<file path="config.mk">
export PLATFORM = sky130hd
export DESIGN_NAME = backend_load_balancer_selector_top
export DESIGN_NICKNAME = d
export VERILOG_FILES = /design/src/sv/blsel_pkg.sv /design/src/sv/blsel_div.sv /design/src/sv/backend_load_balancer_selector_top.sv
export VERILOG_INCLUDE_DIRS = /design/src /design/src/sv
export SDC_FILE = /design/constraint.sdc
export NUM_CORES = 1
export LEC_CHECK = 0
export BUFFER_PORTS_ARGS = -buffer_cell sky130_fd_sc_hd__clkbuf_2
export CAP_MARGIN = 20
export CORE_MARGIN = 2
export CORE_UTILIZATION = 48
export CTS_BUF_LIST = sky130_fd_sc_hd__clkbuf_8 sky130_fd_sc_hd__clkbuf_16
export DETAILED_ROUTE_END_ITERATION = 8
export PLACE_DENSITY_LB_ADDON = 0.05
export SLEW_MARGIN = 20
export SYNTH_ARGS = -nofsm -noshare
export SYNTH_HDL_FRONTEND = slang
export SYNTH_HIERARCHICAL = 1
export SYNTH_SLANG_ARGS = --single-unit
</file>
<file path="constraint.sdc">
create_clock -name clk -period 7 [get_ports clk]
set_clock_uncertainty 0.05 [all_clocks]
set_input_delay 0 -clock clk [delete_from_list [all_inputs] [get_ports clk]]
set_output_delay 0 -clock clk [all_outputs]
set_load 0.05 [all_outputs]
</file>
<file path="src/sv/assert_macros.svh">
// Assertion macros shared by the load balancer selector RTL.
// No dependencies.
`ifndef ASSERT_MACROS_SVH
`define ASSERT_MACROS_SVH
// Implication checked on every clock edge outside reset.
`define CHK_IMPL(label, clk, rst_n, ante, cons) \
  label: assert property (@(posedge clk) disable iff (!rst_n) (ante) |-> (cons)) \
    else $error("check failed");
// Next-cycle implication outside reset.
`define CHK_NEXT(label, clk, rst_n, ante, cons) \
  label: assert property (@(posedge clk) disable iff (!rst_n) (ante) |=> (cons)) \
    else $error("check failed");
`endif

</file>
<file path="src/sv/blsel_pkg.sv">
// Package for the load balancer selector: types, codes, reset values.
// No dependencies.
`default_nettype none
package blsel_pkg;
  localparam int NUM_BACKENDS_DEF  = 8;
  localparam int ROTATION_BITS_DEF = 32;
  localparam int ACTIVE_BITS_DEF   = 16;

  typedef enum logic [2:0] {
    CMD_PICK = 3'd0, CMD_ACQUIRE = 3'd1, CMD_RELEASE = 3'd2,
    CMD_PROBE = 3'd3, CMD_ADMIN = 3'd4
  } cmd_t;

  typedef enum logic [1:0] {
    H_HEALTHY = 2'd0, H_DEGRADED = 2'd1, H_DOWN = 2'd2
  } health_t;

  typedef enum logic [1:0] {
    STRAT_LEAST = 2'd0, STRAT_RR = 2'd1, STRAT_WRR = 2'd2, STRAT_HASH = 2'd3
  } strat_t;

  typedef enum logic [2:0] {
    REG_STRATEGY = 3'd0, REG_MAX_FAIL = 3'd1, REG_BACKUP = 3'd2,
    REG_WEIGHTS = 3'd3, REG_COUNT = 3'd4
  } reg_idx_t;

  typedef enum logic [3:0] {
    S_IDLE, S_SCAN, S_DIV_START, S_DIV_WAIT, S_SELECT, S_LEAST, S_WALK,
    S_UPDATE, S_OUT
  } state_t;

  // Divider handshake.
  typedef struct packed {
    logic start;
  } div_ctl_t;

  typedef struct packed {
    logic busy;
    logic done;
  } div_sts_t;

  localparam logic [63:0] WEIGHTS_RESET = 64'h0101010101010101;
endpackage
`default_nettype wire

</file>
<file path="src/sv/blsel_div.sv">
// Iterative restoring divider, one quotient bit per cycle; remainder only.
// Depends on blsel_pkg and assert_macros.svh.
`default_nettype none
`include "assert_macros.svh"
module blsel_div import blsel_pkg::*; #(
  parameter int W = ROTATION_BITS_DEF
) (
  input  wire logic         clk,
  input  wire logic         rst_n,
  input  wire div_ctl_t     ctl,
  input  wire logic [W-1:0] dividend,
  input  wire logic [11:0]  divisor,
  output div_sts_t          sts,
  output logic [11:0]       remainder
);
  localparam int CW = $clog2(W + 1);

  logic [W-1:0]  quo_r, quo_nxt;
  logic [12:0]   rem_r, rem_nxt;
  logic [11:0]  dsr_r, dsr_nxt;
  logic [CW-1:0] cnt_r, cnt_nxt;
  logic          busy_r, busy_nxt, done_r, done_nxt;
  logic [12:0]   shifted;

  always_comb begin
    quo_nxt  = quo_r;
    rem_nxt  = rem_r;
    dsr_nxt  = dsr_r;
    cnt_nxt  = cnt_r;
    busy_nxt = busy_r;
    done_nxt = 1'b0;
    shifted  = {rem_r[11:0], quo_r[W-1]};
    if (ctl.start) begin
      quo_nxt  = dividend;
      rem_nxt  = '0;
      dsr_nxt  = divisor;
      cnt_nxt  = CW'(W);
      busy_nxt = 1'b1;
    end else if (busy_r) begin
      quo_nxt = {quo_r[W-2:0], 1'b0};
      if (shifted >= {1'b0, dsr_r}) begin
        rem_nxt = shifted - {1'b0, dsr_r};
      end else begin
        rem_nxt = shifted;
      end
      cnt_nxt = cnt_r - CW'(1);
      if (cnt_r == CW'(1)) begin
        busy_nxt = 1'b0;
        done_nxt = 1'b1;
      end
    end
  end

  always_ff @(posedge clk) begin
    quo_r <= quo_nxt;
    rem_r <= rem_nxt;
    dsr_r <= dsr_nxt;
    cnt_r <= cnt_nxt;
    if (!rst_n) begin
      busy_r <= 1'b0;
      done_r <= 1'b0;
    end else begin
      busy_r <= busy_nxt;
      done_r <= done_nxt;
    end
  end

  assign sts.busy  = busy_r;
  assign sts.done  = done_r;
  assign remainder = rem_r[11:0];

  `CHK_IMPL(a_div_done_idle, clk, rst_n, done_r, !busy_r)
  `CHK_NEXT(a_div_start_busy, clk, rst_n, ctl.start, busy_r)
  `CHK_IMPL(a_div_rem_lt, clk, rst_n, done_r && dsr_r != 12'd0, rem_r < {1'b0, dsr_r})
endmodule
`default_nettype wire

</file>
<file path="src/sv/backend_load_balancer_selector_top.sv">
// Load balancer selector: one command beat in, one result beat out.
// Checks the backend table and picks backends by the configured strategy.
// Channels: in_* carries a command (pick, acquire, release, probe, admin);
// out_* returns found/chosen plus health, active and fail counts of the
// chosen or addressed backend. cfg_* writes the five registers by index.
// Non-pick commands pass through S_UPDATE, which updates the addressed backend
// if it is in use, and then S_OUT. Picks scan the backends in use one per
// cycle, twice when no primary is alive. Round robin, weighted round robin
// (when its total weight is nonzero) and ip hash then run the shared
// divider, DW bits wide, DW being ROTATION_BITS but at least 32. Least
// connections then compares the candidates' active counts, weighted round
// robin walks the candidates by weight, round robin and ip hash take the
// candidate at the remainder; S_OUT then loads the result.
// One item is in work at a time; in_ready is low from accept until the
// result is loaded into the output register. That register holds its beat
// while out_ready is low, and a finished item waits until the beat is taken.
// Reset (rst_n low, synchronous) sets all backends healthy with zero counts,
// clears the rotation counter and loads the register reset values.
// Configure only while idle.
`default_nettype none
`include "assert_macros.svh"
module backend_load_balancer_selector_top import blsel_pkg::*; #(
  parameter int NUM_BACKENDS  = NUM_BACKENDS_DEF,
  parameter int ROTATION_BITS = ROTATION_BITS_DEF,
  parameter int ACTIVE_BITS   = ACTIVE_BITS_DEF
) (
  input  wire logic        clk,
  input  wire logic        rst_n,
  input  wire logic        in_valid,
  output logic             in_ready,
  input  wire logic [2:0]  in_cmd,
  input  wire logic [2:0]  in_backend,
  input  wire logic        in_ok,
  input  wire logic        in_enable,
  input  wire logic [31:0] in_client_hash,
  output logic             out_valid,
  input  wire logic        out_ready,
  output logic             out_found,
  output logic [2:0]       out_chosen,
  output logic [1:0]       out_health,
  output logic [15:0]      out_active_now,
  output logic [7:0]       out_fails_now,
  input  wire logic        cfg_valid,
  output logic             cfg_ready,
  input  wire logic [2:0]  cfg_index,
  input  wire logic [63:0] cfg_data
);
  localparam int NB  = NUM_BACKENDS;
  localparam int IW  = (NB > 1) ? $clog2(NB) : 1;
  localparam int NW  = $clog2(NB + 1);
  localparam int DW  = (ROTATION_BITS > 32) ? ROTATION_BITS : 32;
  localparam logic [ACTIVE_BITS-1:0] AMAX = '1;

  // configuration
  logic [1:0]  strategy_r;
  logic [7:0]  max_fail_r, backup_r;
  logic [63:0] weights_r;
  logic [3:0]  count_r;

  // backend table
  health_t              health_r [NB];
  logic [7:0]           fails_r  [NB];
  logic [ACTIVE_BITS-1:0] active_r [NB];
  logic [ROTATION_BITS-1:0] rot_r, rot_nxt;

  // item registers
  logic [2:0]  cmd_r;
  logic [2:0]  bk_r;
  logic        ok_r, en_r;
  logic [31:0] hash_r;

  state_t      state_r, state_nxt;
  logic [IW-1:0] cand_r [NB];
  logic [IW-1:0] cand_nxt [NB];
  logic [NW-1:0] n_r, n_nxt;
  logic [IW:0]   i_r, i_nxt;
  logic          pass_r, pass_nxt;
  logic [11:0]   total_r, total_nxt;
  logic [11:0]   slot_r, slot_nxt;
  logic [IW-1:0] pick_r, pick_nxt;
  logic          found_r, found_nxt;

  logic          ov_r, ov_nxt;
  logic          o_found_r, o_found_nxt;
  logic [2:0]    o_chosen_r, o_chosen_nxt;
  logic [1:0]    o_health_r, o_health_nxt;
  logic [15:0]   o_active_r, o_active_nxt;
  logic [7:0]    o_fails_r, o_fails_nxt;

  div_ctl_t      dctl;
  div_sts_t      dsts;
  logic [DW-1:0] dividend;
  logic [11:0]   divisor;
  logic [11:0]   drem;

  logic [3:0]    lim;
  logic [IW-1:0] scan_idx, cand_i;
  logic [7:0]    w_i;
  logic [IW-1:0] bsel;
  logic          bvalid, bactive;

  // table write request from the sequencer
  logic          tw_en;
  health_t       tw_health;
  logic [7:0]    tw_fails;
  logic [ACTIVE_BITS-1:0] tw_active;
  logic [8:0]    fail_inc;

  always_comb begin
    lim = count_r;
    if (lim == 4'd0) lim = 4'd1;
    if ({28'd0, lim} > NB) lim = 4'(NB);
  end

  assign scan_idx = i_r[IW-1:0];
  assign cand_i   = cand_r[i_r[IW-1:0]];
  assign w_i      = weights_r[{cand_i, 3'b000} +: 8];
  assign bvalid   = {29'd0, bk_r} < NB;
  assign bactive  = {1'b0, bk_r} < lim;
  assign bsel     = bk_r[IW-1:0];

  blsel_div #(.W(DW)) u_div (
    .clk(clk), .rst_n(rst_n), .ctl(dctl), .dividend(dividend),
    .divisor(divisor), .sts(dsts), .remainder(drem)
  );

  always_comb begin
    state_nxt = state_r;
    for (int k = 0; k < NB; k++) cand_nxt[k] = cand_r[k];
    n_nxt = n_r; i_nxt = i_r; pass_nxt = pass_r;
    total_nxt = total_r; slot_nxt = slot_r;
    pick_nxt = pick_r; found_nxt = found_r; rot_nxt = rot_r;
    ov_nxt = ov_r;
    o_found_nxt = o_found_r; o_chosen_nxt = o_chosen_r;
    o_health_nxt = o_health_r; o_active_nxt = o_active_r; o_fails_nxt = o_fails_r;
    dctl.start = 1'b0;
    dividend = '0;
    divisor = 12'd1;
    tw_en = 1'b0;
    tw_health = health_r[bsel];
    tw_fails = fails_r[bsel];
    tw_active = active_r[bsel];
    fail_inc = {1'b0, fails_r[bsel]} + 9'd1;
    in_ready = 1'b0;
    if (ov_r && out_ready) ov_nxt = 1'b0;
    if (strategy_r == STRAT_HASH) begin
      dividend = DW'(hash_r);
      divisor = {{(12-NW){1'b0}}, n_r};
    end else if (strategy_r == STRAT_RR) begin
      dividend = DW'(rot_r);
      divisor = {{(12-NW){1'b0}}, n_r};
    end else begin
      dividend = DW'(rot_r);
      divisor = total_r;
    end
    case (state_r)
      S_IDLE: begin
        in_ready = 1'b1;
        if (in_valid) begin
          i_nxt = '0; n_nxt = '0; pass_nxt = 1'b0; total_nxt = '0;
          found_nxt = 1'b0; pick_nxt = '0;
          state_nxt = (in_cmd == CMD_PICK) ? S_SCAN : S_UPDATE;
        end
      end
      S_SCAN: begin
        if (int'(i_r) < int'(lim)) begin
          if (health_r[scan_idx] != H_DOWN && backup_r[scan_idx] == pass_r) begin
            cand_nxt[n_r[IW-1:0]] = scan_idx;
            n_nxt = n_r + NW'(1);
            total_nxt = total_r + {4'd0, weights_r[{scan_idx, 3'b000} +: 8]};
          end
          i_nxt = i_r + (IW+1)'(1);
        end else if (n_r == '0 && !pass_r) begin
          pass_nxt = 1'b1;
          i_nxt = '0;
        end else if (n_r == '0) begin
          found_nxt = 1'b0;
          state_nxt = S_OUT;
        end else begin
          found_nxt = 1'b1;
          pick_nxt = cand_r[0];
          i_nxt = (IW+1)'(1);
          case (strategy_r)
            STRAT_LEAST: state_nxt = S_LEAST;
            STRAT_WRR:   state_nxt = (total_r == 12'd0) ? S_OUT : S_DIV_START;
            default:     state_nxt = S_DIV_START;
          endcase
        end
      end
      S_DIV_START: begin
        dctl.start = 1'b1;
        state_nxt = S_DIV_WAIT;
      end
      S_DIV_WAIT: begin
        if (dsts.done) begin
          slot_nxt = drem;
          i_nxt = '0;
          if (strategy_r != STRAT_HASH) rot_nxt = rot_r + ROTATION_BITS'(1);
          state_nxt = (strategy_r == STRAT_WRR) ? S_WALK : S_SELECT;
        end
      end
      S_SELECT: begin
        pick_nxt = cand_r[slot_r[IW-1:0]];
        state_nxt = S_OUT;
      end
      S_LEAST: begin
        if (int'(i_r) < int'(n_r)) begin
          if (active_r[cand_i] < active_r[pick_r]) pick_nxt = cand_i;
          i_nxt = i_r + (IW+1)'(1);
        end else begin
          state_nxt = S_OUT;
        end
      end
      S_WALK: begin
        if (slot_r < {4'd0, w_i} || int'(i_r) + 1 >= int'(n_r)) begin
          pick_nxt = cand_i;
          state_nxt = S_OUT;
        end else begin
          slot_nxt = slot_r - {4'd0, w_i};
          i_nxt = i_r + (IW+1)'(1);
        end
      end
      S_UPDATE: begin
        if (bvalid && bactive) begin
          tw_en = 1'b1;
          case (cmd_r)
            CMD_ACQUIRE: begin
              if (ok_r) begin
                if (active_r[bsel] != AMAX) tw_active = active_r[bsel] + ACTIVE_BITS'(1);
              end else begin
                tw_fails = fail_inc[8] ? 8'hFF : fail_inc[7:0];
                tw_health = (tw_fails >= max_fail_r) ? H_DOWN : H_DEGRADED;
              end
            end
            CMD_RELEASE: begin
              if (active_r[bsel] != '0) tw_active = active_r[bsel] - ACTIVE_BITS'(1);
              if (!ok_r) begin
                tw_fails = fail_inc[8] ? 8'hFF : fail_inc[7:0];
                tw_health = (tw_fails >= max_fail_r) ? H_DOWN : H_DEGRADED;
              end
            end
            CMD_PROBE: begin
              if (ok_r) begin
                tw_fails = 8'd0;
                tw_health = H_HEALTHY;
              end else begin
                tw_fails = fail_inc[8] ? 8'hFF : fail_inc[7:0];
                tw_health = (tw_fails >= max_fail_r) ? H_DOWN : H_DEGRADED;
              end
            end
            CMD_ADMIN: tw_health = en_r ? H_HEALTHY : H_DOWN;
            default: tw_en = 1'b0;
          endcase
        end
        state_nxt = S_OUT;
      end
      S_OUT: begin
        if (!ov_r || out_ready) begin
          ov_nxt = 1'b1;
          if (cmd_r == CMD_PICK) begin
            o_found_nxt = found_r;
            o_chosen_nxt = found_r ? 3'(pick_r) : 3'd0;
            o_health_nxt = found_r ? health_r[pick_r] : 2'd0;
            o_active_nxt = found_r ? 16'(active_r[pick_r]) : 16'd0;
            o_fails_nxt = found_r ? fails_r[pick_r] : 8'd0;
          end else begin
            o_found_nxt = 1'b0;
            o_chosen_nxt = 3'd0;
            if (bvalid && cmd_r <= CMD_ADMIN) begin
              o_health_nxt = health_r[bsel];
              o_active_nxt = 16'(active_r[bsel]);
              o_fails_nxt = fails_r[bsel];
            end else begin
              o_health_nxt = 2'd0; o_active_nxt = 16'd0; o_fails_nxt = 8'd0;
            end
          end
          state_nxt = S_IDLE;
        end
      end
      default: state_nxt = S_IDLE;
    endcase
  end

  always_ff @(posedge clk) begin
    if (!rst_n) state_r <= S_IDLE;
    else        state_r <= state_nxt;
  end

  always_ff @(posedge clk) begin
    for (int k = 0; k < NB; k++) cand_r[k] <= cand_nxt[k];
    i_r <= i_nxt; pass_r <= pass_nxt; total_r <= total_nxt;
    slot_r <= slot_nxt; pick_r <= pick_nxt;
    o_found_r <= o_found_nxt; o_chosen_r <= o_chosen_nxt;
    o_health_r <= o_health_nxt; o_active_r <= o_active_nxt; o_fails_r <= o_fails_nxt;
    if (in_valid && in_ready) begin
      cmd_r <= in_cmd; bk_r <= in_backend; ok_r <= in_ok;
      en_r <= in_enable; hash_r <= in_client_hash;
    end
    if (!rst_n) begin
      n_r <= '0; found_r <= 1'b0; ov_r <= 1'b0; rot_r <= '0;
    end else begin
      n_r <= n_nxt; found_r <= found_nxt; ov_r <= ov_nxt; rot_r <= rot_nxt;
    end
  end

  always_ff @(posedge clk) begin
    if (!rst_n) begin
      for (int k = 0; k < NB; k++) begin
        health_r[k] <= H_HEALTHY;
        fails_r[k] <= 8'd0;
        active_r[k] <= '0;
      end
    end else if (tw_en) begin
      health_r[bsel] <= tw_health;
      fails_r[bsel] <= tw_fails;
      active_r[bsel] <= tw_active;
    end
  end

  assign cfg_ready = 1'b1;

  always_ff @(posedge clk) begin
    if (!rst_n) begin
      strategy_r <= STRAT_LEAST;
      max_fail_r <= 8'd3;
      backup_r <= 8'd0;
      weights_r <= WEIGHTS_RESET;
      count_r <= 4'd8;
    end else if (cfg_valid) begin
      case (cfg_index)
        REG_STRATEGY: strategy_r <= cfg_data[1:0];
        REG_MAX_FAIL: max_fail_r <= cfg_data[7:0];
        REG_BACKUP:   backup_r <= cfg_data[7:0];
        REG_WEIGHTS:  weights_r <= cfg_data;
        REG_COUNT:    count_r <= cfg_data[3:0];
        default: ;
      endcase
    end
  end

  assign out_valid      = ov_r;
  assign out_found      = o_found_r;
  assign out_chosen     = o_chosen_r;
  assign out_health     = o_health_r;
  assign out_active_now = o_active_r;
  assign out_fails_now  = o_fails_r;

  `CHK_IMPL(a_ready_idle, clk, rst_n, in_ready, state_r == S_IDLE)
  `CHK_IMPL(a_notfound_zero, clk, rst_n, ov_r && !o_found_r, o_chosen_r == 3'd0)
  `CHK_NEXT(a_accept_busy, clk, rst_n, in_valid && in_ready, !in_ready)
endmodule
`default_nettype wire
</file>
== Yosys cells after proc, flatten, opt, wreduce, memory -nomap -nowiden ==
Memories as Yosys holds them, arrays and structs flattened. A register that Yosys moved wholly into a read port is not among the register bits.
Cells that the tools add are included.
Storage, ports and cells
  bits in registers: 294
  memory bits (writable): 232
  input bits: 112
  output and inout bits: 33
  logic and storage cells: 275
  memories kept: 4
Memories
  active_r: words 8, bits a word 16, rd ports 3, clocked after memory_dff 2, wr ports 8, RTL line backend_load_balancer_selector_top.sv:63  | logic [ACTIVE_BITS-1:0] active_r [NB];
  fails_r: words 8, bits a word 8, rd ports 2, clocked after memory_dff 2, wr ports 8, RTL line backend_load_balancer_selector_top.sv:62  | logic [7:0] fails_r [NB];
  cand_r: words 8, bits a word 3, rd ports 10, clocked after memory_dff 2, wr ports 8, RTL line backend_load_balancer_selector_top.sv:73  | logic [IW-1:0] cand_r [NB];
  health_r: words 8, bits a word 2, rd ports 3, clocked after memory_dff 3, wr ports 8, RTL line backend_load_balancer_selector_top.sv:61  | health_t health_r [NB];
Cells by class
  $add $sub $neg: 11
  $lt $le $gt $ge: 13
  eq/ne operators: 39
  shifts and indexed selects: 2
  multiplexer cells: 125
  bitwise logic cells: 3
  reductions and logical operators: 46
Operator list (number)
  two-way mux 16 bit: 9
  variable part select 64 x 7 -> 8 bit: 2
  two-way mux 32 bit: 3
  two-way mux 4 bit: 22
  two-way mux 12 bit: 6
  two-way mux 24 bit: 3
  two-way mux 8 bit: 9
  two-way mux 3 bit: 21
  one-hot mux 12 bit (2 select lines): 2
  adder 32 x 1 -> 32 bit (second input constant): 1
  one-hot mux 16 bit (2 select lines): 1
  one-hot mux 4 bit (8 select lines): 1
  inequality test 2 bit (second input constant): 15
  two-way mux 1 bit: 26
  bitwise mux 24 bit: 1
  two-way mux 2 bit: 11
  one-hot mux 4 bit (5 select lines): 1
  adder 16 x 1 -> 16 bit (second input constant): 1
  == test 4 x 3 -> 1 bit (second input constant): 4
  less-than comparator 16 bit: 1
  inequality test 16 bit (second input constant): 1
  one-hot mux 4 bit (2 select lines): 2
  one-hot mux 8 bit (2 select lines): 1
  nonzero test 16 bit: 1
  58 further kinds: 94

== Depth between registers and ports, before layout ==
  word-level depth: 12
  depth in mapped cells: 20
  mapped depth without buffers: 17

== By module ==
The synthesis kept the hierarchy.
Modules (own cells, without submodules)
  backend_load_balancer_selector_top: instances 1, cells each 2576, area an instance 27243.6 um2, sequential area each 12832.3 um2
  blsel_div: instances 1, cells each 276, area an instance 3186.8 um2, sequential area each 1721.7 um2

== Worst setup path after synthesis ==
OpenSTA, ideal clock, no wires.
  path kind: register to register
  start point: reg with a tool-made name
  end point: reg slot_r[0], enable pin
  library setup time: 303 ps
  arrival time: 4868 ps
  slack: 1779 ps
  cell stages (with the launch flop): 19
  path buffers: 3
  period minus slack after synthesis: 5221 ps
  cells stage by stage: dfxtp_1 > clkbuf_1 > mux4_2 > mux2i_1 > clkbuf_1 > buf_2 > nand3_1 > o21ai_0 > ha_1 > inv_1 > fa_1 > a21o_1 > a21o_1 > a2111oi_0 > o21ai_0 > o41ai_1 > nor2_1 > a21oi_1 > inv_1
RTL lines
  to (signal assigned): RTL line backend_load_balancer_selector_top.sv:292  | slot_r <= slot_nxt; pick_r <= pick_nxt;
  to (decl): RTL line backend_load_balancer_selector_top.sv:79  | logic [11:0] slot_r, slot_nxt;

==> impl_metrics.toml <==
[power]
ir_worst_vdd_uv = 266
power_frac_comb_pct = 43.1
p_sw_share_pct = 40.6
sequentialPowerShare_pct = 33.8
clkPwrFrac_pct = 23.1
powerDensity_mw_per_mm2 = 381
p_sw_w = 0.00540
leakagePower_nw = 12.9
p_int_w = 0.00790

[layout]
design_area_mm2 = 0.0349
most-common-layout-cells = "466 x nand2_1, 378 x edfxtp_1, 300 x nor2_1, 156 x nand3_1, 154 x dfxtp_1"
layout_commonest_cell = "nand2_1"
nNetsFinal = 3237
area_growth_pct = 14.8
finish.utilization_pct = 55.6
drive_gt1_share_pct = 18.5
n_antenna_cell = 0

[critical_path]
path_class = "register to register"
required_ps = 7260
r2r_cells = 18
critical_path.top_delay_family = "compound AO/OA/AOI/OAI gates"
crit_arrival_ps = 6200
endpoint_kind = "register"
critPathSlowestCell = "dfxtp_1"
cp_num_buf_inv = 3
crit_cells = 18
start_kind = "register"
critPathMaxStageDelay_ps = 760
cp_max_fo = 16
crit_path_cell_trace = "mux4_2 > mux2i_4 > nand2_1 > nand3_1 > nand2_1 > o21ai_0 > ha_1 > inv_1 > fa_1 > a21o_1 > a21o_1 > a2111oi_0 > o21ai_0 > o41ai_1 > buf_4 > nor2_1 > a21oi_1 > inv_1"

[timing]
maxSlewHeadroom_pct = 24.1
fmax_ghz = 0.168
period_minus_slack_ps = 5950
timing.hold.ws_ps = 33.5
hold_violations = 0
finalSetupTns_ps = 0
post-route-period-util_pct = 85.0
drv_slew = 0
tightest_slew_ps = 1130
setup_viol = 0
rsz0062_at_grt = "false"

[global_routing]
grt_antenna_before_repair = 0
grt_usage_pct = 28.2
grt_pass1_vias = 23790
grt_pass1_wl_mm = 142
gr-total-overflow = 0
grt_max_degree = 94

[cts]
cts_inserted_buffers = 60
clkSlewWorstSetupHoldPaths_ps = 60
htree_levels = 2
cts_setup_buffers = 0
cts_tree = "yes"
cts_buffer_depth = 3
clk-insertion-delay-late_ps = 640
numClockSinks = 538
cts_root_buffer = "clkbuf_16"

[min_path]
worstHoldPathCells = 2
hold_path.class = "input port to register"

[detailed_routing]
vias = 23731
first_iter_violations = 1917
routed_wirelength_mm = 93.4
drc_errors = 0
ant_nets = 0
drt-wirelength-per-cell_um = 23.7
via_per_inst = 6.02
dr.pass1.iters = 5

[place]
io_buffers = 143
placed_area_mm2 = 0.0319
post-dp-hpwl_mm = 61.8
gp_congestion = 0.955

[synthesis]
synthCells = 2851
ys_warn_count = 6
syn_nets = 3040
synth_area_per_cell_um2 = 10.7
netlist_area_mm2 = 0.0304

[die]
fp.coreArea_mm2 = 0.0629
die_area_mm2 = 0.0654
die_y_um = 256
io_pins = 145
die_w_um = 256
rows = 92
initial_core_util_pct = 48.4

[run]
maxCapViolCount = 0

[status]
status = "finished clean"
metrics by stage:
step | std cells | setup slack (ps) | power, W
global route | 3945 | 564 | 0.0140
floorplan | 2851 | 1780 | 0.00854
global placement | 3715 | 1190 | 0.0101
finish | 3945 | 1050 | 0.0133
CTS | 3945 | 1020 | 0.0133
detailed placement | 3716 | 1070 | 0.0102
sequential cells by signal, indices dropped and copies added (netlist names), 16 cells and up, named ones only:
| register | count |
|---|---|
| active_r | 128 |
| u_div/quo_r | 32 |
| weights_r | 64 |
| hash_r | 32 |
| health_r | 16 |
| rot_r | 32 |
| fails_r | 64 |
| cand_r | 24 |
| out_active_now | 16 |
worst reg2reg max path: stages, from the launching register on:
cell	delay [ps]
dfxtp_1	760
mux4_2	640
mux2i_4	460
nand2_1	110
nand3_1	100
nand2_1	60
o21ai_0	220
ha_1	210
inv_1	50
fa_1	400
a21o_1	180
a21o_1	210
a2111oi_0	540
o21ai_0	260
o41ai_1	350
buf_4	190
nor2_1	70
a21oi_1	400
inv_1	350
layer usage:
metal  global-route usage, %  routed length [um]  vias up  part of all wire (%)
met5                       0                   0        -                     0
met4                    11.2                3610        0                   3.9
met3                    3.65                5890      204                   6.3
met2                    48.6               46300      891                    50
met1                    36.2               37600    11786                    40
li1                        -                   -    10850                     -
final cells by class:
cell class,instances,area (um^2)
fill,5522,27900
multi-input combinational,2072,14900
sequential,538,14600
timing repair buffer,302,2210
clock buffer,67,1610
tap,846,1060
clock inverter,46,292
inverter,74,279
timing repair:
action,4_1_cts,5_1_grt
gates resized for setup,0,0
hold buffers,116,0
hold endpoints to repair,171,0
power by group through the flow:
stage	combinational, W	sequential, W	clock (W)
floorplan	0.00426	0.00428	0
finish	0.00573	0.00450	0.00307
global placement	0.00551	0.00457	0
global route	0.00624	0.00456	0.00324
detailed placement	0.00562	0.00457	0
CTS	0.00570	0.00450	0.00311
path summary, 6_finish.rpt:
path / startpoint / slack, ps / end
max: register / 1050 / slot_r[4]$_DFFE_PP_
min: in_client_hash[26] / 30 / hash_r[26]$_DFFE_PP_
max reg2reg: register / 1050 / slot_r[4]$_DFFE_PP_
min reg2reg: found_r$_SDFFE_PN0P_ / 430 / found_r$_SDFFE_PN0P_
Note: power is estimated with default switching activity, not from simulation.
